[src/rtl/clr_pkg.sv]
`default_nettype none

package clr_pkg;

	localparam int DEF_COORD_BITS = 14;
	localparam int DEF_ADDR_BITS  = 24;
	localparam int CFG_W          = 13;
	localparam int COLOR_W        = 32;

	localparam logic [CFG_W-1:0] WIDTH_RESET  = CFG_W'(1920);
	localparam logic [CFG_W-1:0] HEIGHT_RESET = CFG_W'(1080);

	localparam logic KIND_START   = 1'b0;
	localparam logic KIND_ADVANCE = 1'b1;

	localparam logic REG_WIDTH  = 1'b0;
	localparam logic REG_HEIGHT = 1'b1;

endpackage

`default_nettype wire

[src/rtl/clr_cmd_if.sv]
`default_nettype none

interface clr_cmd_if
	import clr_pkg::*;
#(
	parameter int COORD_BITS = DEF_COORD_BITS
);
	logic                         valid;
	logic                         ready;
	logic                         kind;
	logic signed [COORD_BITS-1:0] start_x;
	logic signed [COORD_BITS-1:0] start_y;
	logic signed [COORD_BITS-1:0] end_x;
	logic signed [COORD_BITS-1:0] end_y;
	logic        [COLOR_W-1:0]    line_color;

	modport source (
		output valid, kind, start_x, start_y, end_x, end_y, line_color,
		input  ready
	);

	modport sink (
		input  valid, kind, start_x, start_y, end_x, end_y, line_color,
		output ready
	);
endinterface

`default_nettype wire

[src/rtl/clr_pix_if.sv]
`default_nettype none

interface clr_pix_if
	import clr_pkg::*;
#(
	parameter int COORD_BITS = DEF_COORD_BITS,
	parameter int ADDR_BITS  = DEF_ADDR_BITS
);
	logic                         valid;
	logic                         ready;
	logic signed [COORD_BITS-1:0] pixel_x;
	logic signed [COORD_BITS-1:0] pixel_y;
	logic        [ADDR_BITS-1:0]  pixel_address;
	logic        [COLOR_W-1:0]    pixel_color;
	logic                         visible;
	logic                         last;

	modport source (
		output valid, pixel_x, pixel_y, pixel_address, pixel_color, visible, last,
		input  ready
	);

	modport sink (
		input  valid, pixel_x, pixel_y, pixel_address, pixel_color, visible, last,
		output ready
	);
endinterface

`default_nettype wire

[src/rtl/clipped_line_rasterizer.sv]
`default_nettype none

// Bresenham line generator. A start request loads both endpoints and the colour
// and yields the first pixel; each advance request yields the next pixel, and an
// advance after the final endpoint yields nothing. A request is taken whenever
// stage one is empty or moves on. The first register stage holds the line state
// and the stepped coordinates, the second holds the screen test and the
// row-times-width address product. With the pixel side ready the block
// sustains one request and one pixel per clock. Pixels outside the configured
// screen carry visible low and a zero address. Write the screen size only
// while no line is in progress and the pipeline is empty.
module clipped_line_rasterizer
	import clr_pkg::*;
#(
	parameter int COORD_BITS = DEF_COORD_BITS,
	parameter int ADDR_BITS  = DEF_ADDR_BITS
) (
	input  wire logic             clk,
	input  wire logic             arst_n,
	clr_cmd_if.sink               cmd,
	clr_pix_if.source             pix,
	input  wire logic             wr_en,
	input  wire logic             wr_index,
	input  wire logic [CFG_W-1:0] wr_data
);

	localparam int DELTA_W = COORD_BITS + 1;
	localparam int ERR_W   = COORD_BITS + 2;
	localparam int E2_W    = ERR_W + 1;

	logic [CFG_W-1:0] width_q;
	logic [CFG_W-1:0] height_q;

	logic signed [COORD_BITS-1:0] cur_x_q, cur_y_q, tgt_x_q, tgt_y_q;
	logic        [DELTA_W-1:0]    dx_q, dy_q;
	logic                         neg_x_q, neg_y_q;
	logic signed [ERR_W-1:0]      err_q;
	logic        [COLOR_W-1:0]    color_q;
	logic                         active_q;

	logic signed [COORD_BITS-1:0] cur_x_n, cur_y_n, tgt_x_n, tgt_y_n;
	logic        [DELTA_W-1:0]    dx_n, dy_n;
	logic                         neg_x_n, neg_y_n;
	logic signed [ERR_W-1:0]      err_n;
	logic        [COLOR_W-1:0]    color_n;
	logic                         done_n;
	logic                         emit;

	logic signed [DELTA_W-1:0]    diff_x, diff_y;
	logic signed [E2_W-1:0]       e2, dx_e, dy_e;
	logic signed [ERR_W-1:0]      dx_err, dy_err;
	logic                         step_x, step_y;

	logic                         valid_s1;
	logic signed [COORD_BITS-1:0] x_s1, y_s1;
	logic        [COLOR_W-1:0]    color_s1;
	logic                         last_s1;

	logic                         valid_s2;
	logic signed [COORD_BITS-1:0] x_s2, y_s2;
	logic        [ADDR_BITS-1:0]  addr_s2;
	logic        [COLOR_W-1:0]    color_s2;
	logic                         vis_s2;
	logic                         last_s2;

	logic                         ready_s1, ready_s2, accept;
	logic                         vis_c;
	logic        [ADDR_BITS-1:0]  addr_c;

	assign ready_s2  = !valid_s2 || pix.ready;
	assign ready_s1  = !valid_s1 || ready_s2;
	assign cmd.ready = ready_s1;
	assign accept    = cmd.valid && ready_s1;

	always_ff @(posedge clk or negedge arst_n) begin
		if (!arst_n) begin
			width_q  <= WIDTH_RESET;
			height_q <= HEIGHT_RESET;
		end else if (wr_en) begin
			unique case (wr_index)
				REG_WIDTH:  width_q  <= wr_data;
				REG_HEIGHT: height_q <= wr_data;
				default: ;
			endcase
		end
	end

	always_comb begin
		diff_x = $signed({cmd.end_x[COORD_BITS-1], cmd.end_x})
			- $signed({cmd.start_x[COORD_BITS-1], cmd.start_x});
		diff_y = $signed({cmd.end_y[COORD_BITS-1], cmd.end_y})
			- $signed({cmd.start_y[COORD_BITS-1], cmd.start_y});
		e2     = $signed({err_q, 1'b0});
		dx_e   = $signed(E2_W'(dx_q));
		dy_e   = $signed(E2_W'(dy_q));
		dx_err = $signed(ERR_W'(dx_q));
		dy_err = $signed(ERR_W'(dy_q));
		step_x = e2 > -dy_e;
		step_y = e2 < dx_e;

		cur_x_n = cur_x_q;
		cur_y_n = cur_y_q;
		tgt_x_n = tgt_x_q;
		tgt_y_n = tgt_y_q;
		dx_n    = dx_q;
		dy_n    = dy_q;
		neg_x_n = neg_x_q;
		neg_y_n = neg_y_q;
		err_n   = err_q;
		color_n = color_q;
		emit    = 1'b0;

		if (cmd.kind == KIND_START) begin
			cur_x_n = cmd.start_x;
			cur_y_n = cmd.start_y;
			tgt_x_n = cmd.end_x;
			tgt_y_n = cmd.end_y;
			dx_n    = diff_x[DELTA_W-1] ? DELTA_W'(-diff_x) : DELTA_W'(diff_x);
			dy_n    = diff_y[DELTA_W-1] ? DELTA_W'(-diff_y) : DELTA_W'(diff_y);
			neg_x_n = diff_x[DELTA_W-1] || (diff_x == '0);
			neg_y_n = diff_y[DELTA_W-1] || (diff_y == '0);
			err_n   = $signed(ERR_W'(dx_n)) - $signed(ERR_W'(dy_n));
			color_n = cmd.line_color;
			emit    = 1'b1;
		end else if (active_q) begin
			if (step_x) begin
				cur_x_n = neg_x_q ? cur_x_q - COORD_BITS'(1) : cur_x_q + COORD_BITS'(1);
			end
			if (step_y) begin
				cur_y_n = neg_y_q ? cur_y_q - COORD_BITS'(1) : cur_y_q + COORD_BITS'(1);
			end
			err_n = err_q - (step_x ? dy_err : '0) + (step_y ? dx_err : '0);
			emit  = 1'b1;
		end

		done_n = (cur_x_n == tgt_x_n) && (cur_y_n == tgt_y_n);
	end

	always_ff @(posedge clk or negedge arst_n) begin
		if (!arst_n) begin
			cur_x_q  <= '0;
			cur_y_q  <= '0;
			tgt_x_q  <= '0;
			tgt_y_q  <= '0;
			dx_q     <= '0;
			dy_q     <= '0;
			neg_x_q  <= 1'b0;
			neg_y_q  <= 1'b0;
			err_q    <= '0;
			color_q  <= '0;
			active_q <= 1'b0;
		end else if (accept && emit) begin
			cur_x_q  <= cur_x_n;
			cur_y_q  <= cur_y_n;
			tgt_x_q  <= tgt_x_n;
			tgt_y_q  <= tgt_y_n;
			dx_q     <= dx_n;
			dy_q     <= dy_n;
			neg_x_q  <= neg_x_n;
			neg_y_q  <= neg_y_n;
			err_q    <= err_n;
			color_q  <= color_n;
			active_q <= !done_n;
		end
	end

	always_ff @(posedge clk or negedge arst_n) begin
		if (!arst_n) begin
			valid_s1 <= 1'b0;
		end else if (ready_s1) begin
			valid_s1 <= accept && emit;
		end
	end

	always_ff @(posedge clk) begin
		if (accept && emit) begin
			x_s1     <= cur_x_n;
			y_s1     <= cur_y_n;
			color_s1 <= color_n;
			last_s1  <= done_n;
		end
	end

	clr_addr #(
		.COORD_BITS (COORD_BITS),
		.ADDR_BITS  (ADDR_BITS)
	) u_addr (
		.x          (x_s1),
		.y          (y_s1),
		.width_cfg  (width_q),
		.height_cfg (height_q),
		.visible    (vis_c),
		.address    (addr_c)
	);

	always_ff @(posedge clk or negedge arst_n) begin
		if (!arst_n) begin
			valid_s2 <= 1'b0;
		end else if (ready_s2) begin
			valid_s2 <= valid_s1;
		end
	end

	always_ff @(posedge clk) begin
		if (valid_s1 && ready_s2) begin
			x_s2     <= x_s1;
			y_s2     <= y_s1;
			addr_s2  <= addr_c;
			color_s2 <= color_s1;
			vis_s2   <= vis_c;
			last_s2  <= last_s1;
		end
	end

	assign pix.valid         = valid_s2;
	assign pix.pixel_x       = x_s2;
	assign pix.pixel_y       = y_s2;
	assign pix.pixel_address = addr_s2;
	assign pix.pixel_color   = color_s2;
	assign pix.visible       = vis_s2;
	assign pix.last          = last_s2;

	// advance with no line in progress: drop
	a_idle_advance_drops: assert property (@(posedge clk) disable iff (!arst_n)
		accept && cmd.kind == KIND_ADVANCE && !active_q |=> !valid_s1)
		else $error("advance while idle produced a pixel");

	a_start_emits: assert property (@(posedge clk) disable iff (!arst_n)
		accept && cmd.kind == KIND_START |=> valid_s1)
		else $error("start request produced no pixel");

	a_s1_hold: assert property (@(posedge clk) disable iff (!arst_n)
		valid_s1 && !ready_s2 |=> valid_s1 && $stable(x_s1) && $stable(y_s1)
			&& $stable(last_s1))
		else $error("stage one changed while stalled");

	a_active_fall: assert property (@(posedge clk) disable iff (!arst_n)
		$fell(active_q) |-> $past(accept) && valid_s1 && last_s1)
		else $error("line ended without its final pixel");

endmodule

`default_nettype wire

[src/rtl/clr_addr.sv]
`default_nettype none

module clr_addr
	import clr_pkg::*;
#(
	parameter int COORD_BITS = DEF_COORD_BITS,
	parameter int ADDR_BITS  = DEF_ADDR_BITS
) (
	input  wire logic signed [COORD_BITS-1:0] x,
	input  wire logic signed [COORD_BITS-1:0] y,
	input  wire logic        [CFG_W-1:0]      width_cfg,
	input  wire logic        [CFG_W-1:0]      height_cfg,
	output logic                              visible,
	output logic             [ADDR_BITS-1:0]  address
);

	localparam int MAG_W  = COORD_BITS - 1;
	localparam int CMP_W  = (MAG_W > CFG_W) ? MAG_W : CFG_W;
	localparam int PROD_W = MAG_W + CFG_W;
	localparam int SUM_W  = (PROD_W + 1 > ADDR_BITS) ? PROD_W + 1 : ADDR_BITS;

	logic              x_ok;
	logic              y_ok;
	logic [PROD_W-1:0] prod;
	logic [SUM_W-1:0]  sum;

	always_comb begin
		x_ok = !x[COORD_BITS-1] && (CMP_W'(x[MAG_W-1:0]) < CMP_W'(width_cfg));
		y_ok = !y[COORD_BITS-1] && (CMP_W'(y[MAG_W-1:0]) < CMP_W'(height_cfg));
		prod = PROD_W'(y[MAG_W-1:0]) * PROD_W'(width_cfg);
		sum  = SUM_W'(prod) + SUM_W'(x[MAG_W-1:0]);
		visible = x_ok && y_ok;
		address = visible ? sum[ADDR_BITS-1:0] : '0;
	end

endmodule

`default_nettype wire
[src/flat_wrapper.sv]
// flat-port wrapper written by rule: the top's interface ports become plain ports
module clipped_line_rasterizer_flat import clr_pkg::*;
#(
	parameter int COORD_BITS = DEF_COORD_BITS,
	parameter int ADDR_BITS  = DEF_ADDR_BITS
)
  (clk, arst_n, wr_en, wr_index, wr_data, cmd_valid, cmd_kind, cmd_start_x, cmd_start_y, cmd_end_x, cmd_end_y, cmd_line_color, cmd_ready, pix_valid, pix_pixel_x, pix_pixel_y, pix_pixel_address, pix_pixel_color, pix_visible, pix_last, pix_ready);
  clr_cmd_if #(.COORD_BITS(COORD_BITS)) cmd_i ();
  clr_pix_if #(.COORD_BITS(COORD_BITS), .ADDR_BITS(ADDR_BITS)) pix_i ();
  input  wire logic clk;
  input  wire logic arst_n;
  input  wire logic wr_en;
  input  wire logic wr_index;
  input  wire logic [CFG_W-1:0] wr_data;
  input wire logic [$bits(cmd_i.valid)-1:0] cmd_valid;
  input wire logic [$bits(cmd_i.kind)-1:0] cmd_kind;
  input wire logic [$bits(cmd_i.start_x)-1:0] cmd_start_x;
  input wire logic [$bits(cmd_i.start_y)-1:0] cmd_start_y;
  input wire logic [$bits(cmd_i.end_x)-1:0] cmd_end_x;
  input wire logic [$bits(cmd_i.end_y)-1:0] cmd_end_y;
  input wire logic [$bits(cmd_i.line_color)-1:0] cmd_line_color;
  output wire logic [$bits(cmd_i.ready)-1:0] cmd_ready;
  output wire logic [$bits(pix_i.valid)-1:0] pix_valid;
  output wire logic [$bits(pix_i.pixel_x)-1:0] pix_pixel_x;
  output wire logic [$bits(pix_i.pixel_y)-1:0] pix_pixel_y;
  output wire logic [$bits(pix_i.pixel_address)-1:0] pix_pixel_address;
  output wire logic [$bits(pix_i.pixel_color)-1:0] pix_pixel_color;
  output wire logic [$bits(pix_i.visible)-1:0] pix_visible;
  output wire logic [$bits(pix_i.last)-1:0] pix_last;
  input wire logic [$bits(pix_i.ready)-1:0] pix_ready;
  assign cmd_i.valid = cmd_valid;
  assign cmd_i.kind = cmd_kind;
  assign cmd_i.start_x = cmd_start_x;
  assign cmd_i.start_y = cmd_start_y;
  assign cmd_i.end_x = cmd_end_x;
  assign cmd_i.end_y = cmd_end_y;
  assign cmd_i.line_color = cmd_line_color;
  assign cmd_ready = cmd_i.ready;
  assign pix_valid = pix_i.valid;
  assign pix_pixel_x = pix_i.pixel_x;
  assign pix_pixel_y = pix_i.pixel_y;
  assign pix_pixel_address = pix_i.pixel_address;
  assign pix_pixel_color = pix_i.pixel_color;
  assign pix_visible = pix_i.visible;
  assign pix_last = pix_i.last;
  assign pix_i.ready = pix_ready;
  clipped_line_rasterizer #(.COORD_BITS(COORD_BITS), .ADDR_BITS(ADDR_BITS)) u_core (.clk(clk), .arst_n(arst_n), .cmd(cmd_i), .pix(pix_i), .wr_en(wr_en), .wr_index(wr_index), .wr_data(wr_data));
endmodule
[config.mk]
export PLATFORM = sky130hd
export DESIGN_NAME = clipped_line_rasterizer_flat
export DESIGN_NICKNAME = d
export VERILOG_FILES = /design/src/rtl/clr_pkg.sv /design/src/rtl/clr_cmd_if.sv /design/src/rtl/clr_pix_if.sv /design/src/rtl/clipped_line_rasterizer.sv /design/src/rtl/clr_addr.sv /design/src/flat_wrapper.sv
export SDC_FILE = /design/constraint.sdc
export NUM_CORES = 1
export LEC_CHECK = 0
export BUFFER_PORTS_ARGS = -buffer_cell sky130_fd_sc_hd__clkbuf_2
export CELL_PAD_IN_SITES_DETAIL_PLACEMENT = 1
export CELL_PAD_IN_SITES_GLOBAL_PLACEMENT = 2
export CORE_UTILIZATION = 43
export DETAILED_ROUTE_END_ITERATION = 7
export GPL_TIMING_DRIVEN = 0
export MAX_ROUTING_LAYER = met4
export PLACE_DENSITY_LB_ADDON = 0.1
export SLEW_MARGIN = 20
export SYNTH_ARGS = -nofsm -noshare
export SYNTH_HDL_FRONTEND = slang
export SYNTH_SLANG_ARGS = --single-unit
[constraint.sdc]
create_clock -name clk -period 9.8 [get_ports clk]
set_input_delay 1.47 -clock clk [delete_from_list [all_inputs] [get_ports clk]]
set_output_delay 1.47 -clock clk [all_outputs]
set_load 0.05 [all_outputs]
==> flow_summary.html <==
<table>
<tr><th>Metric</th><th>Value</th></tr>
<tr><th colspan="2">Setup path</th></tr>
<tr><td>Reg-to-Reg Start</td><td>u_core.dy_q[2]$_DFFE_PN0P_</td></tr>
<tr><td>Worst stage delay on the critical path</td><td>540 ps</td></tr>
<tr><td>Reg-to-reg critical path endpoint</td><td>u_core.err_q[14]$_DFFE_PN0P_</td></tr>
<tr><td>CP startpoint</td><td>u_core.dy_q[2]$_DFFE_PN0P_</td></tr>
<tr><td>Req. time, crit path</td><td>10270 ps</td></tr>
<tr><td>Data arrival, critical path</td><td>8640 ps</td></tr>
<tr><td>Capturing instance or port of the critical path</td><td>u_core.err_q[14]$_DFFE_PN0P_</td></tr>
<tr><td>CP max stage cell</td><td>fa_1</td></tr>
<tr><td>Number of cells on the worst reg-to-reg path</td><td>29</td></tr>
<tr><td>Worst Setup Start Kind</td><td>flip-flop</td></tr>
<tr><td>Maximum fanout encountered on the critical timing path</td><td>10</td></tr>
<tr><td>Setup slack, reg-to-reg</td><td>1640 ps</td></tr>
<tr><td>Crit end category</td><td>flip-flop</td></tr>
<tr><td>Crit path kind</td><td>reg -&gt; reg</td></tr>
<tr><td>Cell repeated most along the worst path</td><td>a21oi_1</td></tr>
<tr><th colspan="2">Floorplan</th></tr>
<tr><td># rows</td><td>87</td></tr>
<tr><td>Overall die width</td><td>242 um</td></tr>
<tr><td>Die Outline Area</td><td>58400 um2</td></tr>
<tr><td>Starting density of the core</td><td>0.436</td></tr>
<tr><td>Number of placed I/O pins</td><td>196</td></tr>
<tr><td>Die height</td><td>242 um</td></tr>
<tr><td>Total core area</td><td>56600 um2</td></tr>
<tr><th colspan="2">Clocking</th></tr>
<tr><td>Htree depth</td><td>2</td></tr>
<tr><td>Root buffer selected by CTS</td><td>clkbuf_16</td></tr>
<tr><td>Buffer depth of the longest clock path</td><td>3</td></tr>
<tr><td>CTS tree</td><td>built</td></tr>
<tr><td>Post-cts sizing count</td><td>0</td></tr>
<tr><td>Number of hold buffers added after CTS</td><td>0</td></tr>
<tr><td>Buffers inserted during post-CTS setup optimization</td><td>0</td></tr>
<tr><td>Clock transition at the registers of the reported paths</td><td>60 ps</td></tr>
<tr><td>Clock buffer count from CTS</td><td>40</td></tr>
<tr><td>Clk Latency, worst-skew pair</td><td>580 ps</td></tr>
<tr><td>CTS Sinks</td><td>312</td></tr>
<tr><th colspan="2">Drt</th></tr>
<tr><td>Overall routed net length</td><td>81.3 mm</td></tr>
<tr><td>Length of the first detailed-routing pass in iterations</td><td>5</td></tr>
<tr><td>Number of nets still failing antenna checks after routing</td><td>0</td></tr>
<tr><td>Average via count per standard cell</td><td>5.43</td></tr>
<tr><td>Drc violations</td><td>0</td></tr>
<tr><td>Via count</td><td>19400</td></tr>
<tr><td>Initial detailed-routing violation count</td><td>839</td></tr>
<tr><td>Routed WL per cell</td><td>22.8 um</td></tr>
<tr><th colspan="2">Run</th></tr>
<tr><td>Max Cap Violations</td><td>0</td></tr>
<tr><th colspan="2">Synthesis</th></tr>
<tr><td>Mean instance size in the synthesized netlist</td><td>9.73 um2</td></tr>
<tr><td>Main combinational cell family by area after synthesis</td><td>adder cells</td></tr>
<tr><td>EDFF count, synth</td><td>147</td></tr>
<tr><td>Adder and majority gate portion of the synthesized area</td><td>0.232</td></tr>
<tr><td>Commonest register cell after synthesis</td><td>dfrtp_1</td></tr>
<tr><td>Number of synthesized register bits</td><td>312</td></tr>
<tr><td>Compound-cell area share of the yosys netlist</td><td>0.112</td></tr>
<tr><td>Fraction of synthesized cell area in xor and xnor cells</td><td>0.0536</td></tr>
<tr><td>Nets in the synthesized netlist</td><td>3014</td></tr>
<tr><td>YS warnings</td><td>0</td></tr>
<tr><td>Number of instances in the synthesized netlist</td><td>2538</td></tr>
<tr><td>Post-synthesis simple-gate area fraction</td><td>0.144</td></tr>
<tr><td>Proportion of register bits with asynchronous set or reset after synthesis</td><td>0.529</td></tr>
<tr><td>Total standard cell area after synthesis</td><td>24700 um2</td></tr>
<tr><td>Sequential-to-total area share from yosys stat</td><td>0.346</td></tr>
<tr><td>Synth cell types</td><td>84</td></tr>
<tr><td>Mux share of post-synthesis cell area</td><td>0.0519</td></tr>
<tr><th colspan="2">Placement</th></tr>
<tr><td>Cell area after placement</td><td>26800 um2</td></tr>
<tr><td>Buffers on Ports</td><td>194</td></tr>
<tr><td>Post-placement setup slack</td><td>1490 ps</td></tr>
<tr><td>Routability congestion estimate</td><td>0.930</td></tr>
<tr><td>Detailed placement HPWL</td><td>65.9 mm</td></tr>
<tr><th colspan="2">STA</th></tr>
<tr><td>Crit path time final</td><td>8160 ps</td></tr>
<tr><td>Max frequency</td><td>122 MHz</td></tr>
<tr><td>RSZ-0062 raised after global routing</td><td>no</td></tr>
<tr><td>Final setup skew</td><td>16.9 ps</td></tr>
<tr><td>Final hold violations</td><td>0</td></tr>
<tr><td>Pin slew with the least headroom to its limit</td><td>1070 ps</td></tr>
<tr><td>Tightest slew margin relative to the limit</td><td>0.287</td></tr>
<tr><td>Count of pins over their slew limit</td><td>0</td></tr>
<tr><td>Setup WS post-layout</td><td>1640 ps</td></tr>
<tr><td>Count of endpoints failing setup in the final report</td><td>0</td></tr>
<tr><td>Worst hold margin</td><td>417 ps</td></tr>
<tr><td>Period utilisation layout</td><td>0.833</td></tr>
<tr><td>Total negative slack</td><td>0 ps</td></tr>
<tr><th colspan="2">Global route</th></tr>
<tr><td>Pin count of the biggest net entering global routing</td><td>70</td></tr>
<tr><td>Overall global routing resource usage</td><td>0.291</td></tr>
<tr><td>Global-route wire length before repair</td><td>126 mm</td></tr>
<tr><td>Global route overflow</td><td>0</td></tr>
<tr><td>Number of global-route vias before repair</td><td>21300</td></tr>
<tr><td>Number of antenna violations at the first check in global routing</td><td>0</td></tr>
<tr><th colspan="2">Min path</th></tr>
<tr><td>Worst min path class</td><td>reg -&gt; reg</td></tr>
<tr><td>Hold_sp</td><td>u_core.color_s1[17]$_DFFE_PP_</td></tr>
<tr><th colspan="2">Layout</th></tr>
<tr><td>Commonest non-fill, non-tap cells in the layout</td><td>nand2_1 (387), inv_1 (314), ha_1 (219)</td></tr>
<tr><td>Final layout net count</td><td>3256</td></tr>
<tr><td>Area grow syn2layout</td><td>13.8%</td></tr>
<tr><td>Commonest non-fill, non-tap cell in the layout</td><td>nand2_1</td></tr>
<tr><td>Final instance area</td><td>28100 um2</td></tr>
<tr><td>Number of antenna diodes</td><td>0</td></tr>
<tr><td>Ratio of cells with drive above 1 in the final layout</td><td>0.142</td></tr>
<tr><th colspan="2">Outcome</th></tr>
<tr><td>Result of the run</td><td>finished clean</td></tr>
</table>
==> flip-flops by register name, indices dropped and copies added (netlist names), 13 cells and up <==
signal,flops
u_core.color_q,32
u_core.color_s1,32
u_core.cur_x_q,14
u_core.cur_y_q,14
u_core.dx_q,15
u_core.dy_q,15
u_core.err_q,16
u_core.height_q,13
u_core.pix.pixel_address,24
u_core.pix.pixel_color,32
u_core.pix.pixel_x,14
u_core.pix.pixel_y,14
u_core.tgt_x_q,14
u_core.tgt_y_q,14
u_core.width_q,13
u_core.x_s1,14
u_core.y_s1,14
==> metal layers <==
| layer | track usage | part of all wire | vias to the layer above |
|---|---|---|---|
| li1 | - | - | 9069 |
| met1 | 0.344 | 0.42 | 9841 |
| met2 | 0.515 | 0.52 | 316 |
| met3 | 0.0249 | 0.025 | 144 |
| met4 | 0.104 | 0.037 | 0 |
| met5 | - | 0 | - |
==> area by class of cell <==
| cell class | count | area (um2) |
|---|---|---|
| Buffer | 81 | 310 |
| Clock buffer | 55 | 1140 |
| Clock inverter | 19 | 208 |
| Fill cell | 6430 | 28500 |
| Inverter | 315 | 1180 |
| Multi-Input combinational cell | 1830 | 14600 |
| Sequential cell | 312 | 8550 |
| Tap cell | 756 | 946 |
| Timing Repair Buffer | 200 | 1110 |
==> critical path: cells and delay by family (launching register included) <==
kind	cells	cell delay (ps)
AOI/OAI and AO/OA	14	3770
and+or+nand+nor	8	1590
adders and majority gates	3	1270
buffers and inverters	2	580
DFF	1	430
xor gates and xnor gates	2	400
==> per-stage QoR <==
step           utilization  std cells
2_1_floorplan            -       2538
3_3_place_gp         0.470       3488
3_5_place_dp         0.473       3494
4_1_cts              0.496       3568
5_1_grt              0.496       3568
6_report             0.496       3568
==> synthesized netlist by cell type, types with 19 or more instances <==
cell / count / area [um2]
nand2_1: 387 / 1450
inv_1: 314 / 1180
ha_1: 219 / 2740
dfrtp_1: 157 / 3930
fa_1: 149 / 2980
edfxtp_1: 147 / 4410
nor2_1: 116 / 435
o21ai_0: 108 / 541
mux2_2: 97 / 1090
a21oi_1: 92 / 460
xnor2_1: 89 / 780
and2_1: 71 / 444
clkbuf_1: 71 / 267
xor2_1: 62 / 543
nor3_1: 39 / 195
a21o_1: 36 / 270
nor2b_1: 26 / 163
o211ai_1: 24 / 180
nand3_1: 22 / 110
mux2i_1: 19 / 190
==> worst min path at each step <==
stage | endpoint | slack [ps] | depth (start not counted)
floorplan | u_core.pix.last$_DFFE_PP_ | 400 | 0
global placement | u_core.pix.pixel_color[29]$_DFFE_PP_ | 400 | 0
detailed placement | u_core.pix.pixel_color[0]$_DFFE_PP_ | 410 | 0
CTS | u_core.pix.pixel_color[17]$_DFFE_PP_ | 420 | 0
global route | u_core.pix.pixel_color[19]$_DFFE_PP_ | 430 | 0
finish | u_core.pix.pixel_color[17]$_DFFE_PP_ | 420 | 0
==> cell families (layout without fill, tap and decap cells) <==
logic type	count (synthesis)	in the layout
buffers and inverters	396	670
XOR/XNOR	151	151
adder cells (fa/ha/maj)	368	368
AO/OA/AOI/OAI	428	428
multiplexers	116	116
flip-flops	312	312
AND/OR/NAND/NOR	767	767
Power is not shown: default switching activity piles up to over one toggle a cycle in this logic, so the estimate is an artifact.
